===== src/rtl/ddes_pkg.sv =====
`default_nettype none
package ddes_pkg;

  // Field widths
  localparam int unsigned BYTE_W    = 8;
  localparam int unsigned DAYS_W    = 17;  // days since 1970, up to year 2155
  localparam int unsigned HOUR_W    = 5;
  localparam int unsigned MINSEC_W  = 6;
  localparam int unsigned T1_W      = 21;  // days*24 + hour
  localparam int unsigned T2_W      = 27;  // minutes
  localparam int unsigned SECS_W    = 33;  // seconds

  // Calendar constants (year byte counts from 1900)
  localparam logic [BYTE_W-1:0] EPOCH_YEAR_OFS = 8'd70;
  localparam logic [BYTE_W-1:0] MONTH_FEB      = 8'd2;
  localparam logic [BYTE_W-1:0] MONTH_LAST     = 8'd12;
  localparam logic [BYTE_W-1:0] LEAP_DAY       = 8'd29;
  localparam logic [BYTE_W-1:0] HOUR_MAX       = 8'd23;
  localparam logic [BYTE_W-1:0] MINSEC_MAX     = 8'd59;
  localparam logic [6:0]        LEAPS_BEFORE_EPOCH = 7'd18;  // (69+3)/4
  localparam logic [DAYS_W-1:0] DAYS_PER_YEAR  = 17'd365;

  // Queue depth between front and back
  localparam int unsigned QUEUE_DEPTH_DEF = 2;

  // One classified item handed from front to back
  typedef struct packed {
    logic                ok;
    logic [DAYS_W-1:0]   days;
    logic [HOUR_W-1:0]   hour;
    logic [MINSEC_W-1:0] minute;
    logic [MINSEC_W-1:0] second;
  } ddes_item_t;

  // Length of a month in a common year, 0 for a bad month code
  function automatic logic [4:0] month_len(input logic [3:0] mon);
    logic [4:0] len;
    case (mon)
      4'd1, 4'd3, 4'd5, 4'd7, 4'd8, 4'd10, 4'd12: len = 5'd31;
      4'd4, 4'd6, 4'd9, 4'd11:                    len = 5'd30;
      4'd2:                                        len = 5'd28;
      default:                                     len = 5'd0;
    endcase
    return len;
  endfunction

  // Days in a common year before the first of the month
  function automatic logic [8:0] days_before_month(input logic [3:0] mon);
    logic [8:0] d;
    case (mon)
      4'd1:    d = 9'd0;
      4'd2:    d = 9'd31;
      4'd3:    d = 9'd59;
      4'd4:    d = 9'd90;
      4'd5:    d = 9'd120;
      4'd6:    d = 9'd151;
      4'd7:    d = 9'd181;
      4'd8:    d = 9'd212;
      4'd9:    d = 9'd243;
      4'd10:   d = 9'd273;
      4'd11:   d = 9'd304;
      4'd12:   d = 9'd334;
      default: d = 9'd0;
    endcase
    return d;
  endfunction

endpackage
`default_nettype wire


===== src/rtl/disc_date_to_epoch_seconds.sv =====
// Path: an accepted item passes the front register, the queue, then three multiply-add
//   stages for hours, minutes and seconds.
// Throughput: one item per cycle while out_ready is high; each back stage does one constant multiply-add.
// Reset: synchronous, active low; clears the valid bits and the queue count at once,
//   with no clearing pass. Payload registers are not reset.
`default_nettype none
module disc_date_to_epoch_seconds #(
  parameter int unsigned QUEUE_DEPTH = ddes_pkg::QUEUE_DEPTH_DEF
) (
  input  wire logic        clk,
  input  wire logic        rst_n,
  input  wire logic        in_valid,
  output logic             in_ready,
  input  wire logic [7:0]  in_year_since_1900,
  input  wire logic [7:0]  in_month_num,
  input  wire logic [7:0]  in_day_num,
  input  wire logic [7:0]  in_hour_num,
  input  wire logic [7:0]  in_minute_num,
  input  wire logic [7:0]  in_second_num,
  input  wire logic [7:0]  in_zone_offset,  // zone is not applied
  output logic             out_valid,
  input  wire logic        out_ready,
  output logic [32:0]      out_epoch_seconds,
  output logic             out_date_valid
);
  import ddes_pkg::*;

  logic       f_valid, f_ready;
  ddes_item_t f_item;
  logic       q_valid, q_ready;
  ddes_item_t q_item;

  // Check fields and count days
  ddes_front u_front (
    .clk                (clk),
    .rst_n              (rst_n),
    .in_valid           (in_valid),
    .in_ready           (in_ready),
    .in_year_since_1900 (in_year_since_1900),
    .in_month_num       (in_month_num),
    .in_day_num         (in_day_num),
    .in_hour_num        (in_hour_num),
    .in_minute_num      (in_minute_num),
    .in_second_num      (in_second_num),
    .item_valid         (f_valid),
    .item_ready         (f_ready),
    .item               (f_item)
  );

  // Decoupling queue
  ddes_queue #(
    .DEPTH (QUEUE_DEPTH)
  ) u_queue (
    .clk       (clk),
    .rst_n     (rst_n),
    .in_valid  (f_valid),
    .in_ready  (f_ready),
    .in_item   (f_item),
    .out_valid (q_valid),
    .out_ready (q_ready),
    .out_item  (q_item)
  );

  // Days to seconds
  ddes_back u_back (
    .clk               (clk),
    .rst_n             (rst_n),
    .in_valid          (q_valid),
    .in_ready          (q_ready),
    .in_item           (q_item),
    .out_valid         (out_valid),
    .out_ready         (out_ready),
    .out_epoch_seconds (out_epoch_seconds),
    .out_date_valid    (out_date_valid)
  );

endmodule
`default_nettype wire


===== src/rtl/ddes_front.sv =====
`default_nettype none
module ddes_front (
  input  wire logic                  clk,
  input  wire logic                  rst_n,
  input  wire logic                  in_valid,
  output logic                       in_ready,
  input  wire logic [7:0]            in_year_since_1900,
  input  wire logic [7:0]            in_month_num,
  input  wire logic [7:0]            in_day_num,
  input  wire logic [7:0]            in_hour_num,
  input  wire logic [7:0]            in_minute_num,
  input  wire logic [7:0]            in_second_num,
  output logic                       item_valid,
  input  wire logic                  item_ready,
  output ddes_pkg::ddes_item_t       item
);
  import ddes_pkg::*;

  logic       leap;
  logic [4:0] mlen;
  logic       y_ok, m_ok, d_ok, t_ok, ok;
  logic [7:0] yoff;
  logic [6:0] leaps;
  logic [DAYS_W-1:0] days;
  ddes_item_t item_nxt;
  ddes_item_t item_r;
  logic       valid_r;

  // Field checks; leap years are the multiples of four (1900 is one)
  always_comb begin
    leap = (in_year_since_1900[1:0] == 2'b00);
    mlen = month_len(in_month_num[3:0]);
    y_ok = (in_year_since_1900 >= EPOCH_YEAR_OFS);
    m_ok = (in_month_num != 8'd0) && (in_month_num <= MONTH_LAST);
    d_ok = (in_day_num != 8'd0) &&
           ((in_day_num <= {3'd0, mlen}) ||
            ((in_month_num == MONTH_FEB) && (in_day_num == LEAP_DAY) && leap));
    t_ok = (in_hour_num <= HOUR_MAX) && (in_minute_num <= MINSEC_MAX) &&
           (in_second_num <= MINSEC_MAX);
    ok   = y_ok && m_ok && d_ok && t_ok;
  end

  // Day count since 1970-01-01
  always_comb begin
    yoff  = in_year_since_1900 - EPOCH_YEAR_OFS;
    leaps = 7'((9'(in_year_since_1900) + 9'd3) >> 2) - LEAPS_BEFORE_EPOCH;
    days  = 17'({9'd0, yoff}) * DAYS_PER_YEAR
          + 17'(leaps)
          + 17'(days_before_month(in_month_num[3:0]))
          + 17'(leap && (in_month_num > MONTH_FEB))
          + 17'(in_day_num) - 17'd1;
  end

  // Invalid items carry zeros so the back end yields zero by itself
  always_comb begin
    item_nxt.ok     = ok;
    item_nxt.days   = ok ? days : '0;
    item_nxt.hour   = ok ? in_hour_num[HOUR_W-1:0] : '0;
    item_nxt.minute = ok ? in_minute_num[MINSEC_W-1:0] : '0;
    item_nxt.second = ok ? in_second_num[MINSEC_W-1:0] : '0;
  end

  assign in_ready   = !valid_r || item_ready;
  assign item_valid = valid_r;
  assign item       = item_r;

  // Output register of the front
  always_ff @(posedge clk) begin
    if (!rst_n) begin
      valid_r <= 1'b0;
    end else if (in_ready) begin
      valid_r <= in_valid;
    end
    if (in_ready && in_valid) begin
      item_r <= item_nxt;
    end
  end

endmodule
`default_nettype wire


===== src/rtl/ddes_queue.sv =====
`default_nettype none
module ddes_queue #(
  parameter int unsigned DEPTH = ddes_pkg::QUEUE_DEPTH_DEF
) (
  input  wire logic                  clk,
  input  wire logic                  rst_n,
  input  wire logic                  in_valid,
  output logic                       in_ready,
  input  wire ddes_pkg::ddes_item_t  in_item,
  output logic                       out_valid,
  input  wire logic                  out_ready,
  output ddes_pkg::ddes_item_t       out_item
);
  import ddes_pkg::*;

  localparam int unsigned PTR_W = (DEPTH > 1) ? $clog2(DEPTH) : 1;
  localparam int unsigned CNT_W = $clog2(DEPTH + 1);

  ddes_item_t       mem_r [DEPTH];
  logic [PTR_W-1:0] wr_ptr_r, rd_ptr_r;
  logic [CNT_W-1:0] cnt_r;
  logic             push, pop;

  assign in_ready  = (cnt_r != CNT_W'(DEPTH));
  assign out_valid = (cnt_r != '0);
  assign out_item  = mem_r[rd_ptr_r];
  assign push      = in_valid && in_ready;
  assign pop       = out_valid && out_ready;

  // Pointers wrap at the depth, count tracks fill
  always_ff @(posedge clk) begin
    if (!rst_n) begin
      wr_ptr_r <= '0;
      rd_ptr_r <= '0;
      cnt_r    <= '0;
    end else begin
      if (push) begin
        wr_ptr_r <= (wr_ptr_r == PTR_W'(DEPTH - 1)) ? '0 : wr_ptr_r + PTR_W'(1);
      end
      if (pop) begin
        rd_ptr_r <= (rd_ptr_r == PTR_W'(DEPTH - 1)) ? '0 : rd_ptr_r + PTR_W'(1);
      end
      if (push && !pop) begin
        cnt_r <= cnt_r + CNT_W'(1);
      end else if (pop && !push) begin
        cnt_r <= cnt_r - CNT_W'(1);
      end
    end
    if (push) begin
      mem_r[wr_ptr_r] <= in_item;
    end
  end

endmodule
`default_nettype wire


===== src/rtl/ddes_back.sv =====
`default_nettype none
module ddes_back (
  input  wire logic                  clk,
  input  wire logic                  rst_n,
  input  wire logic                  in_valid,
  output logic                       in_ready,
  input  wire ddes_pkg::ddes_item_t  in_item,
  output logic                       out_valid,
  input  wire logic                  out_ready,
  output logic [32:0]                out_epoch_seconds,
  output logic                       out_date_valid
);
  import ddes_pkg::*;

  logic                v1_r, v2_r, v3_r;
  logic                rdy1, rdy2, rdy3;
  logic                ok1_r, ok2_r, ok3_r;
  logic [T1_W-1:0]     t1_r, t1_nxt;
  logic [T2_W-1:0]     t2_r, t2_nxt;
  logic [SECS_W-1:0]   t3_r, t3_nxt;
  logic [MINSEC_W-1:0] min1_r, sec1_r, sec2_r;

  // A stage moves when it is empty or the next one moves
  assign rdy3     = !v3_r || out_ready;
  assign rdy2     = !v2_r || rdy3;
  assign rdy1     = !v1_r || rdy2;
  assign in_ready = rdy1;

  // One constant multiply and add per stage
  assign t1_nxt = T1_W'(in_item.days) * T1_W'(24) + T1_W'(in_item.hour);
  assign t2_nxt = T2_W'(t1_r) * T2_W'(60) + T2_W'(min1_r);
  assign t3_nxt = SECS_W'(t2_r) * SECS_W'(60) + SECS_W'(sec2_r);

  always_ff @(posedge clk) begin
    if (!rst_n) begin
      v1_r <= 1'b0;
      v2_r <= 1'b0;
      v3_r <= 1'b0;
    end else begin
      if (rdy1) v1_r <= in_valid;
      if (rdy2) v2_r <= v1_r;
      if (rdy3) v3_r <= v2_r;
    end
    // hours
    if (rdy1 && in_valid) begin
      t1_r   <= t1_nxt;
      min1_r <= in_item.minute;
      sec1_r <= in_item.second;
      ok1_r  <= in_item.ok;
    end
    // minutes
    if (rdy2 && v1_r) begin
      t2_r   <= t2_nxt;
      sec2_r <= sec1_r;
      ok2_r  <= ok1_r;
    end
    // seconds, output register
    if (rdy3 && v2_r) begin
      t3_r  <= t3_nxt;
      ok3_r <= ok2_r;
    end
  end

  assign out_valid         = v3_r;
  assign out_epoch_seconds = t3_r;
  assign out_date_valid    = ok3_r;

endmodule
`default_nettype wire


===== config.mk =====
export PLATFORM = sky130hd
export DESIGN_NAME = disc_date_to_epoch_seconds
export DESIGN_NICKNAME = d
export VERILOG_FILES = /design/src/rtl/ddes_pkg.sv /design/src/rtl/disc_date_to_epoch_seconds.sv /design/src/rtl/ddes_front.sv /design/src/rtl/ddes_queue.sv /design/src/rtl/ddes_back.sv
export SDC_FILE = /design/constraint.sdc
export NUM_CORES = 1
export LEC_CHECK = 0
export BUFFER_PORTS_ARGS = -buffer_cell sky130_fd_sc_hd__buf_2
export CORE_ASPECT_RATIO = 1.4
export CORE_MARGIN = 3
export CORE_UTILIZATION = 40
export CTS_CLUSTER_SIZE = 28
export DETAILED_ROUTE_END_ITERATION = 10
export PLACE_DENSITY_LB_ADDON = 0.08
export SETUP_SLACK_MARGIN = 0.1
export SLEW_MARGIN = 20
export SYNTH_ARGS = -nofsm -noshare
export SYNTH_HDL_FRONTEND = slang
export SYNTH_SLANG_ARGS = --single-unit
export TNS_END_PERCENT = 1

===== constraint.sdc =====
create_clock -name clk -period 18.2 [get_ports clk]
set_input_delay 2.73 -clock clk [delete_from_list [all_inputs] [get_ports clk]]
set_output_delay 2.73 -clock clk [all_outputs]
set_load 0.01 [all_outputs]

## Yosys cells after proc, flatten, opt, wreduce, memory -nomap -nowiden

Memory sizes are Yosys's and may differ from the RTL's. A register that Yosys moved wholly into a read port is not among the register bits.
Cells that the tools add are included.

- Memories kept: 3
- Output and inout port bits: 36
- Flip-flop bits (word level): 145
- RAM bits: 70
- Memory bits (read-only): 224
- Bits of input ports: 60

- Magnitude comparators: 7
- Equal/unequal tests: 3
- Mux-type cells: 8
- Reduce and logical (&&, ||, !) cells: 33
- $add $sub $neg: 15
- $mul: 4

Memory list:

| name | words | width | read ports | clocked after Yosys merged registers in | write ports | RTL line | source |
|---|---|---|---|---|---|---|---|
| (name not given) | 16 | 9 | 1 | 0 | 0 | ddes_pkg.sv:50 | `case (mon)` |
| (name not given) | 16 | 5 | 1 | 0 | 0 | ddes_pkg.sv:38 | `case (mon)` |
| u_queue.mem_r | 2 | 35 | 1 | 1 | 1 | ddes_queue.sv:19 | `ddes_item_t mem_r [DEPTH];` |

Operators with widths:

| kind | number |
|---|---|
| 33-bit by 6-bit adder with 33-bit output | 1 |
| 27-bit by 4-bit multiplier with 31-bit output (second input constant) | 1 |
| 27-bit by 6-bit adder with 27-bit output | 1 |
| 21-bit by 4-bit multiplier with 25-bit output (second input constant) | 1 |
| 21-bit by 5-bit adder with 21-bit output | 1 |
| 17-bit by 2-bit multiplier with 18-bit output (second input constant) | 1 |
| 17-bit by 1-bit adder with 17-bit output | 1 |
| 17-bit by 7-bit adder with 17-bit output | 1 |
| 17-bit by 8-bit adder with 17-bit output | 1 |
| 17-bit by 9-bit adder with 17-bit output | 1 |
| 1-bit logical AND | 17 |
| 8-bit by 9-bit multiplier with 17-bit output (second input constant) | 1 |
| 17-bit by 1-bit subtractor with 17-bit output (second input constant) | 1 |
| 8-bit by 6-bit less-or-equal comparator with 1-bit output (second input constant) | 2 |
| 8-bit nonzero test | 2 |
| 8-bit by 2-bit adder with 9-bit output (second input constant) | 1 |
| 8-bit by 2-bit equality test with 1-bit output (second input constant) | 1 |
| 8-bit by 5-bit equality test with 1-bit output (second input constant) | 1 |
| 8-bit by 7-bit >= comparator with 1-bit output (second input constant) | 1 |
| 8-bit by 2-bit greater-than comparator with 1-bit output (second input constant) | 1 |
| 8-bit by 4-bit less-or-equal comparator with 1-bit output (second input constant) | 1 |
| 8-bit by 5-bit less-or-equal comparator with 1-bit output | 1 |
| 8-bit by 5-bit less-or-equal comparator with 1-bit output (second input constant) | 1 |
| 8-bit by 7-bit subtractor with 8-bit output (second input constant) | 1 |
| other kinds (11) | 28 |

## Longest topological paths before layout

Gate-level depths: netlist of run 1.

- Word-level depth: 8
- Depth in mapped cells: 26
- Depth with buffers taken out: 26

## Hierarchy

Synthesis of run 1 repeated with hierarchy kept, for this count alone.

- Cells, all modules: 1721
- Area total of the unflattened synthesis: 18496.5 um^2

Modules (own cells, without submodules):

| module | seq. area each (um^2) | instances | area each (um^2) | cells each |
|---|---|---|---|---|
| ddes_back | 3123.0 | 1 | 11008.1 | 1100 |
| ddes_front | 1071.0 | 1 | 4722.0 | 488 |
| ddes_queue | 2202.1 | 1 | 2766.4 | 133 |

## Worst setup path after synthesis of run 1

OpenSTA, ideal clock, no wires.

- Kind: input port to flip-flop
- Start point: input port in_year_since_1900[1]
- End point: register u_front.item_r, in the netlist u_front.item[33], data pin
- Setup time: 255 ps
- Arrival: 7929 ps
- Required time: 17945 ps
- Stages on the path: 24
- Path slack: 10016 ps
- Cells stage by stage: inv_1 ha_1 nor2b_1 nand2_1 xor2_1 ha_1 fa_1 fa_1 inv_1 fa_1 fa_1 ha_1 inv_1 fa_1 nor2b_1 o21ai_0 a21boi_0 o21ai_0 a21boi_0 o2111ai_1 a31oi_1 nand3_1 a21oi_1 and3b_1

- Longest elaborated chain between the ends: 7

RTL lines:

| what | RTL line | source |
|---|---|---|
| start, declared | disc_date_to_epoch_seconds.sv:14 | `input wire logic [7:0] in_year_since_1900,` |
| 8-bit by 7-bit subtractor with 8-bit output or 8-bit by 2-bit adder with 9-bit output (tied branches) | ddes_front.sv:45, ddes_front.sv:46 |  |
| 8-bit by 9-bit multiplier with 17-bit output or 7-bit by 5-bit subtractor with 7-bit output (tied branches) | ddes_front.sv:47, ddes_front.sv:46 |  |
| 17-bit by 7-bit adder with 17-bit output | ddes_front.sv:48 | `+ 17'(leaps)` |
| 17-bit by 9-bit adder with 17-bit output | ddes_front.sv:49 | `+ 17'(days_before_month(in_month_num[3:0]))` |
| 17-bit by 1-bit adder with 17-bit output | ddes_front.sv:50 | `+ 17'(leap && (in_month_num > MONTH_FEB))` |
| 17-bit by 8-bit adder with 17-bit output | ddes_front.sv:51 | `+ 17'(in_day_num) - 17'd1;` |
| 17-bit by 1-bit subtractor with 17-bit output | ddes_front.sv:51 |  |
| end signal, assigned | ddes_front.sv:75 | `item_r <= item_nxt;` |
| end, declared | ddes_front.sv:26 | `ddes_item_t item_r;` |

Parallel ways exist; a longest one is shown, timed or not.
A chain may end at the register's enable or synchronous reset.

## Worst setup path in the final report of run 1

Ends and elaborated chain as after synthesis.

==> summary.txt, run 1 <==
part of the cycle the worst path needs: 46.8%
most frequent cell after synthesis: edfxtp_1
Hold Crit Start: u_back.sec2_r[1]
first-pass GRT wire length: 54500 µm
Syn Nets: 1906
Yosys cell types: 81
share of layout cells above drive strength 1: 12.2%
crit path cell chain: buf_2, inv_1, ha_1, a21o_1, xnor2_1, ha_1, fa_1, fa_1, inv_1, fa_1, fa_1, ha_1, inv_1, fa_1, nor2b_1, o21ai_0, a21boi_0, o21ai_0, a21boi_0, o2111ai_1, a31oi_1, nand3_1, a21oi_1, and3b_1
CTS resizes: 0
Max-Cap Viols: 0
clk buf depth: 3
Synth top area share: 35.3%
Initial Util: 40.7%
Post-Synthesis Cells: 1545
Worst setup EP type: flop
largest area contributor in the netlist: edfxtp_1
n_diodes: 0
crit-path max cell delay: 550 ps
TNS Setup: 0 ps
average cell area after synthesis: 11.4 µm²
Slew HR: 36.7%
RSZ-0062 raised after global routing: false
buffers added on ports: 87
Via Count: 11.3k
die height: 254 µm
Final WS setup: 9690 ps
Crit path required time: 18480 ps
total congestion overflow: 0
Top Ports: 96
WS Path Type: input port to flop
CTS root buf: clkbuf_16
synth-to-layout area growth: 10.5%
reg2reg end: u_back.out_epoch_seconds[32]
postcts setup bufs: 0
vias in the first global route: 11.8k
CTS tree: done
# hold bufs at CTS: 0
worst hold path type: flop to flop
FF-to-FF setup slack: 13450 ps
Fillers: 4114
prevailing post-synth register cell: edfxtp_1
Data arrival, critical path: 8790 ps
Post-DP HPWL: 26200 µm
status: completed
synth warn: 0
Final setup viols: 0
share of the yosys chip area belonging to registers: 36.4%
Setup Skew: 14.9 ps
r2r worst-path depth: 14
GRT Overall Usage: 14.0%
Remaining DRCs: 0
Total Routed Length: 31900 µm
Most Frequent Cell on Critical Path: fa_1
Worst Hold End: u_back.out_epoch_seconds[1]
Clk Latency, worst-skew pair: 530 ps
DRT antenna net count: 0
Hold Vio Cnt, Final: 0
die area: 0.0466 mm²
cts bufs inserted: 22
largest cells by area after synthesis: edfxtp_1 35%, fa_1 16%, ha_1 11%
Synth Register Bits: 216
Place WS: 9110 ps
routability cong.: 0.870
multi-input combinational cell area: 0.0106 mm²
Vias/cell: 5.11
largest fanout on the critical path: 7
synthesized area: 0.0176 mm²
FFs w/ async S/R, synth: 0%
fin nets: 1997
Pre-Repair DR Iteration Count: 4
Startpoint Class: input port
top post-synthesis cells by count: 207 x edfxtp_1, 158 x ha_1, 146 x inv_1
Clock transition at path regs: 60 ps
WL/cell: 14.5 µm
pin count of the biggest net entering global routing: 37
Final Max Slew Viols: 0
Hold Path Stages: 0
number of DRC markers in iteration 0: 348
Register Area: 0.00640 mm²
fmax: 0.117 GHz
# rows: 90
worst r2r src: u_back.t2_r[2]
crit path time final: 8510 ps
EDFF count, synth: 207
Slowest cell on crit path: fa_1
Core ar.: 0.0432 mm²
antenna violations before repair: 0
# clock sinks: 216
# H-tree levels: 1
Die W: 183 µm
worst slew pin tran: 948 ps
==> area by class of cell <==
class	count	area share [%]
repair buffers	94	2.57
clock inverters	17	1.01
clock buffers	23	2.85
inverters	146	2.82
well taps	552	3.55
multi-input cells	1156	54.3
flip-flops and latches	216	32.9
==> routing by layer <==
layer | wire [µm] | global-route usage (%) | part of all wire [%]
met5 | 0 | 0 | 0
met3 | 842 | 1.43 | 2.6
met4 | 1110 | 4.99 | 3.5
met2 | 18200 | 28.9 | 57
met1 | 11800 | 14.5 | 37
==> layout by cell type, fill, tap and decap left out, types with 23 or more instances in the layout <==
cell type,count
nand4_1,23
buf_2,87
and2_1,52
nor2b_1,27
a21o_1,38
xor2_1,54
fa_1,143
o21ai_0,41
edfxtp_1,207
nand2_1,68
ha_1,158
inv_1,146
xnor2_1,86
a21oi_1,90
nor2_1,66
nand3_1,42
mux2_2,37
==> sequential cells by signal, summed over array words and instances (netlist names), 2 cells and up, named ones only <==
signal                    flops
u_back.min1_r                 6
u_back.out_epoch_seconds     33
u_back.sec1_r                 6
u_back.sec2_r                 6
u_back.t1_r                  21
u_back.t2_r                  27
u_front.item                 35
u_queue.cnt_r                 2
u_queue.mem_r                70
==> stage by stage <==
step / area [µm²] / hold WS, ps / utilization (%) / std cells
floorplan: 17600 / 400 / - / 1545
global placement: 18700 / 404 / 43.2 / 2163
detailed placement: 18700 / 405 / 43.2 / 2163
CTS: 19400 / 419 / 44.9 / 2203
global route: 19400 / 425 / 45.0 / 2204
finish: 19400 / 418 / 45.0 / 2204
==> logic make-up (layout without fill, tap and decap cells) <==
kind of cell    after synthesis  after routing  synth area share (%)
compound gates              281            281                  10.7
flops                       216            216                  36.4
xor+xnor                    140            140                  6.97
simple gates                393            393                  12.2
fa+ha+maj                   301            301                  27.5
mux                          41             41                  2.60
buf+inv                     173            280                  3.75
==> worst max-delay path, delay by kind of cell <==
kind | cells | cell delay (ps)
AOI/OAI and AO/OA | 8 | 1720
buffers and inverters | 4 | 430
adders and majority gates | 8 | 3120
xor gates and xnor gates | 1 | 310
and+or+nand+nor | 3 | 480
==> worst max path at each step <==
stage	from	slack, ps	cells past startpoint	endpoint
floorplan	in_year_since_1900[1]	10020	24	u_front.item[33]
detailed placement	in_year_since_1900[1]	9110	24	u_front.item[33]
global route	in_year_since_1900[1]	9200	26	u_front.item[33]
global placement	in_year_since_1900[1]	9140	24	u_front.item[33]
CTS	in_year_since_1900[1]	9670	24	u_front.item[33]
finish	in_year_since_1900[1]	9690	24	u_front.item[33]
Power of run 1 is not shown: default switching activity piles up to over one toggle a cycle in this logic, so the estimate is an artifact.
==> run 2, diff against run 1 <==
==> constraint.sdc (replaced) <==
create_clock -name clk -period 7.6 [get_ports clk]
set_input_delay 1.14 -clock clk [delete_from_list [all_inputs] [get_ports clk]]
set_output_delay 1.14 -clock clk [all_outputs]
set_load 0.01 [all_outputs]
==> run 2 against run 1 <==
  * Wire length up 0.21%
  * Global-route usage up 0.086 points
  * Flip-flop and latch count did not move
  * Die area stayed put
  * Critical path type unchanged
  * Largest cell class unchanged
  * Highest routed layer unchanged
==> summary.txt, run 2 (synthesized netlist as in run 1, its figures left out) <==
Hold Vio Cnt, Final: 0
reg2reg end: u_back.out_epoch_seconds[30]
Worst setup EP type: flop
FF-to-FF setup slack: 2890 ps
n_diodes: 0
commonest non-fill, non-tap cell in the layout: edfxtp_1
crit-path max cell delay: 520 ps
Clk Latency, worst-skew pair: 530 ps
# rows: 90
buffers added on ports: 87
worst setup path startpoint: in_year_since_1900[1]
worst hold path type: flop to flop
WL/cell: 14.5 µm
fmax: 0.148 GHz
first-pass GRT wire length: 54800 µm
Hold Path Stages: 0
Worst Hold End: u_back.sec2_r[1]
CTS root buf: clkbuf_16
Hold Crit Start: u_back.sec1_r[1]
status: completed
largest fanout on the critical path: 7
Largest Register: u_queue.mem_r
crit path time final: 6770 ps
pin count of the biggest net entering global routing: 37
routability cong.: 0.852
fin nets: 2000
CP Buf/Inv Count: 5
postcts setup bufs: 0
WS Path Type: input port to flop
Total Routed Length: 32000 µm
Fillers: 4144
GRT Overall Usage: 14.1%
Final WS setup: 833 ps
Final Max Slew Viols: 0
Die W: 183 µm
most frequent cells in the layout: 207 x edfxtp_1, 158 x ha_1, 146 x inv_1, 143 x fa_1, 90 x a21oi_1
# hold bufs at CTS: 0
worst slew pin tran: 927 ps
r2r worst-path depth: 14
Remaining DRCs: 0
CTS resizes: 0
Startpoint Class: input port
RSZ-0062 raised after global routing: false
Place WS: 240 ps
Top Ports: 96
die height: 254 µm
vias in the first global route: 11.7k
clk buf depth: 3
Post-DP HPWL: 26300 µm
max reg flops: 70
Slowest cell on crit path: fa_1
DRT antenna net count: 0
part of the cycle the worst path needs: 89.0%
TNS Setup: 0 ps
antenna violations before repair: 0
Initial Util: 40.7%
cts bufs inserted: 22
Vias/cell: 5.08
# H-tree levels: 1
Finished Cell Area: 0.0195 mm²
worst r2r src: u_back.t2_r[2]
CTS tree: done
Clock transition at path regs: 60 ps
area post-placement: 0.0187 mm²
synth-to-layout area growth: 10.8%
total congestion overflow: 0
number of DRC markers in iteration 0: 405
Via Count: 11.2k
Core ar.: 0.0432 mm²
# clock sinks: 216
Crit path required time: 7880 ps
Final setup viols: 0
Max-Cap Viols: 0
Slew HR: 38.1%
Pre-Repair DR Iteration Count: 4
share of layout cells above drive strength 1: 12.3%
Crit path max-delay family: adder cells
placed cell count: 2166
Setup Skew: 12.1 ps
die area: 0.0466 mm²
Final Non-Filler Cells: 2206
Data arrival, critical path: 7050 ps
==> run 2: worst reg2reg max path: stages (launching register included) <==
cell and delay, ps:
edfxtp_1 500, fa_1 550, inv_1 60, fa_1 470, fa_1 420, and2b_1 250, o2111ai_2 180, and2_2 270
o221ai_2 200, o311ai_2 200, nor4_2 540, nand4b_1 250, or2_4 320, nor3b_2 180, xor2_1 80
==> run 2: metal layers <==
metal | vias to the layer above | track usage, % | wire [µm] | part of all wire [%]
met3 | 55 | 1.46 | 836 | 2.6
met1 | 5333 | 14.4 | 12000 | 37
li1 | 5676 | - | - | -
met2 | 148 | 29.1 | 18000 | 56
met4 | 0 | 5.36 | 1190 | 3.7
met5 | - | 0 | 0 | 0
==> run 2: worst max-delay path by stage <==
stage	end	slack (ps)	depth (start not counted)
after floorplan	u_front.item[33]	1010	24
after detailed placement	u_front.item[33]	240	26
after CTS	u_front.item[33]	800	26
final	u_front.item[33]	830	26
after global routing	u_front.item[33]	260	25
after global placement	u_front.item[33]	290	25
==> run 2: area by class of cell <==
cell class	count	area, µm²	share of cell area, %
sequential	216	6400	32.8
inverter	146	548	2.81
tap	552	691	3.54
clock buffer	24	558	2.86
multi-input combinational	1156	10600	54.2
clock inverter	15	209	1.07
timing repair buffer	97	523	2.68
==> run 2: metrics by stage <==
| step | util (%) | hold WS (ps) |
|---|---|---|
| finish | 45.1 | 423 |
| global route | 45.1 | 423 |
| detailed placement | 43.2 | 406 |
| global placement | 43.2 | 406 |
| CTS | 45.0 | 423 |
| floorplan | - | 400 |
Power of run 2 is left out for the same reason.
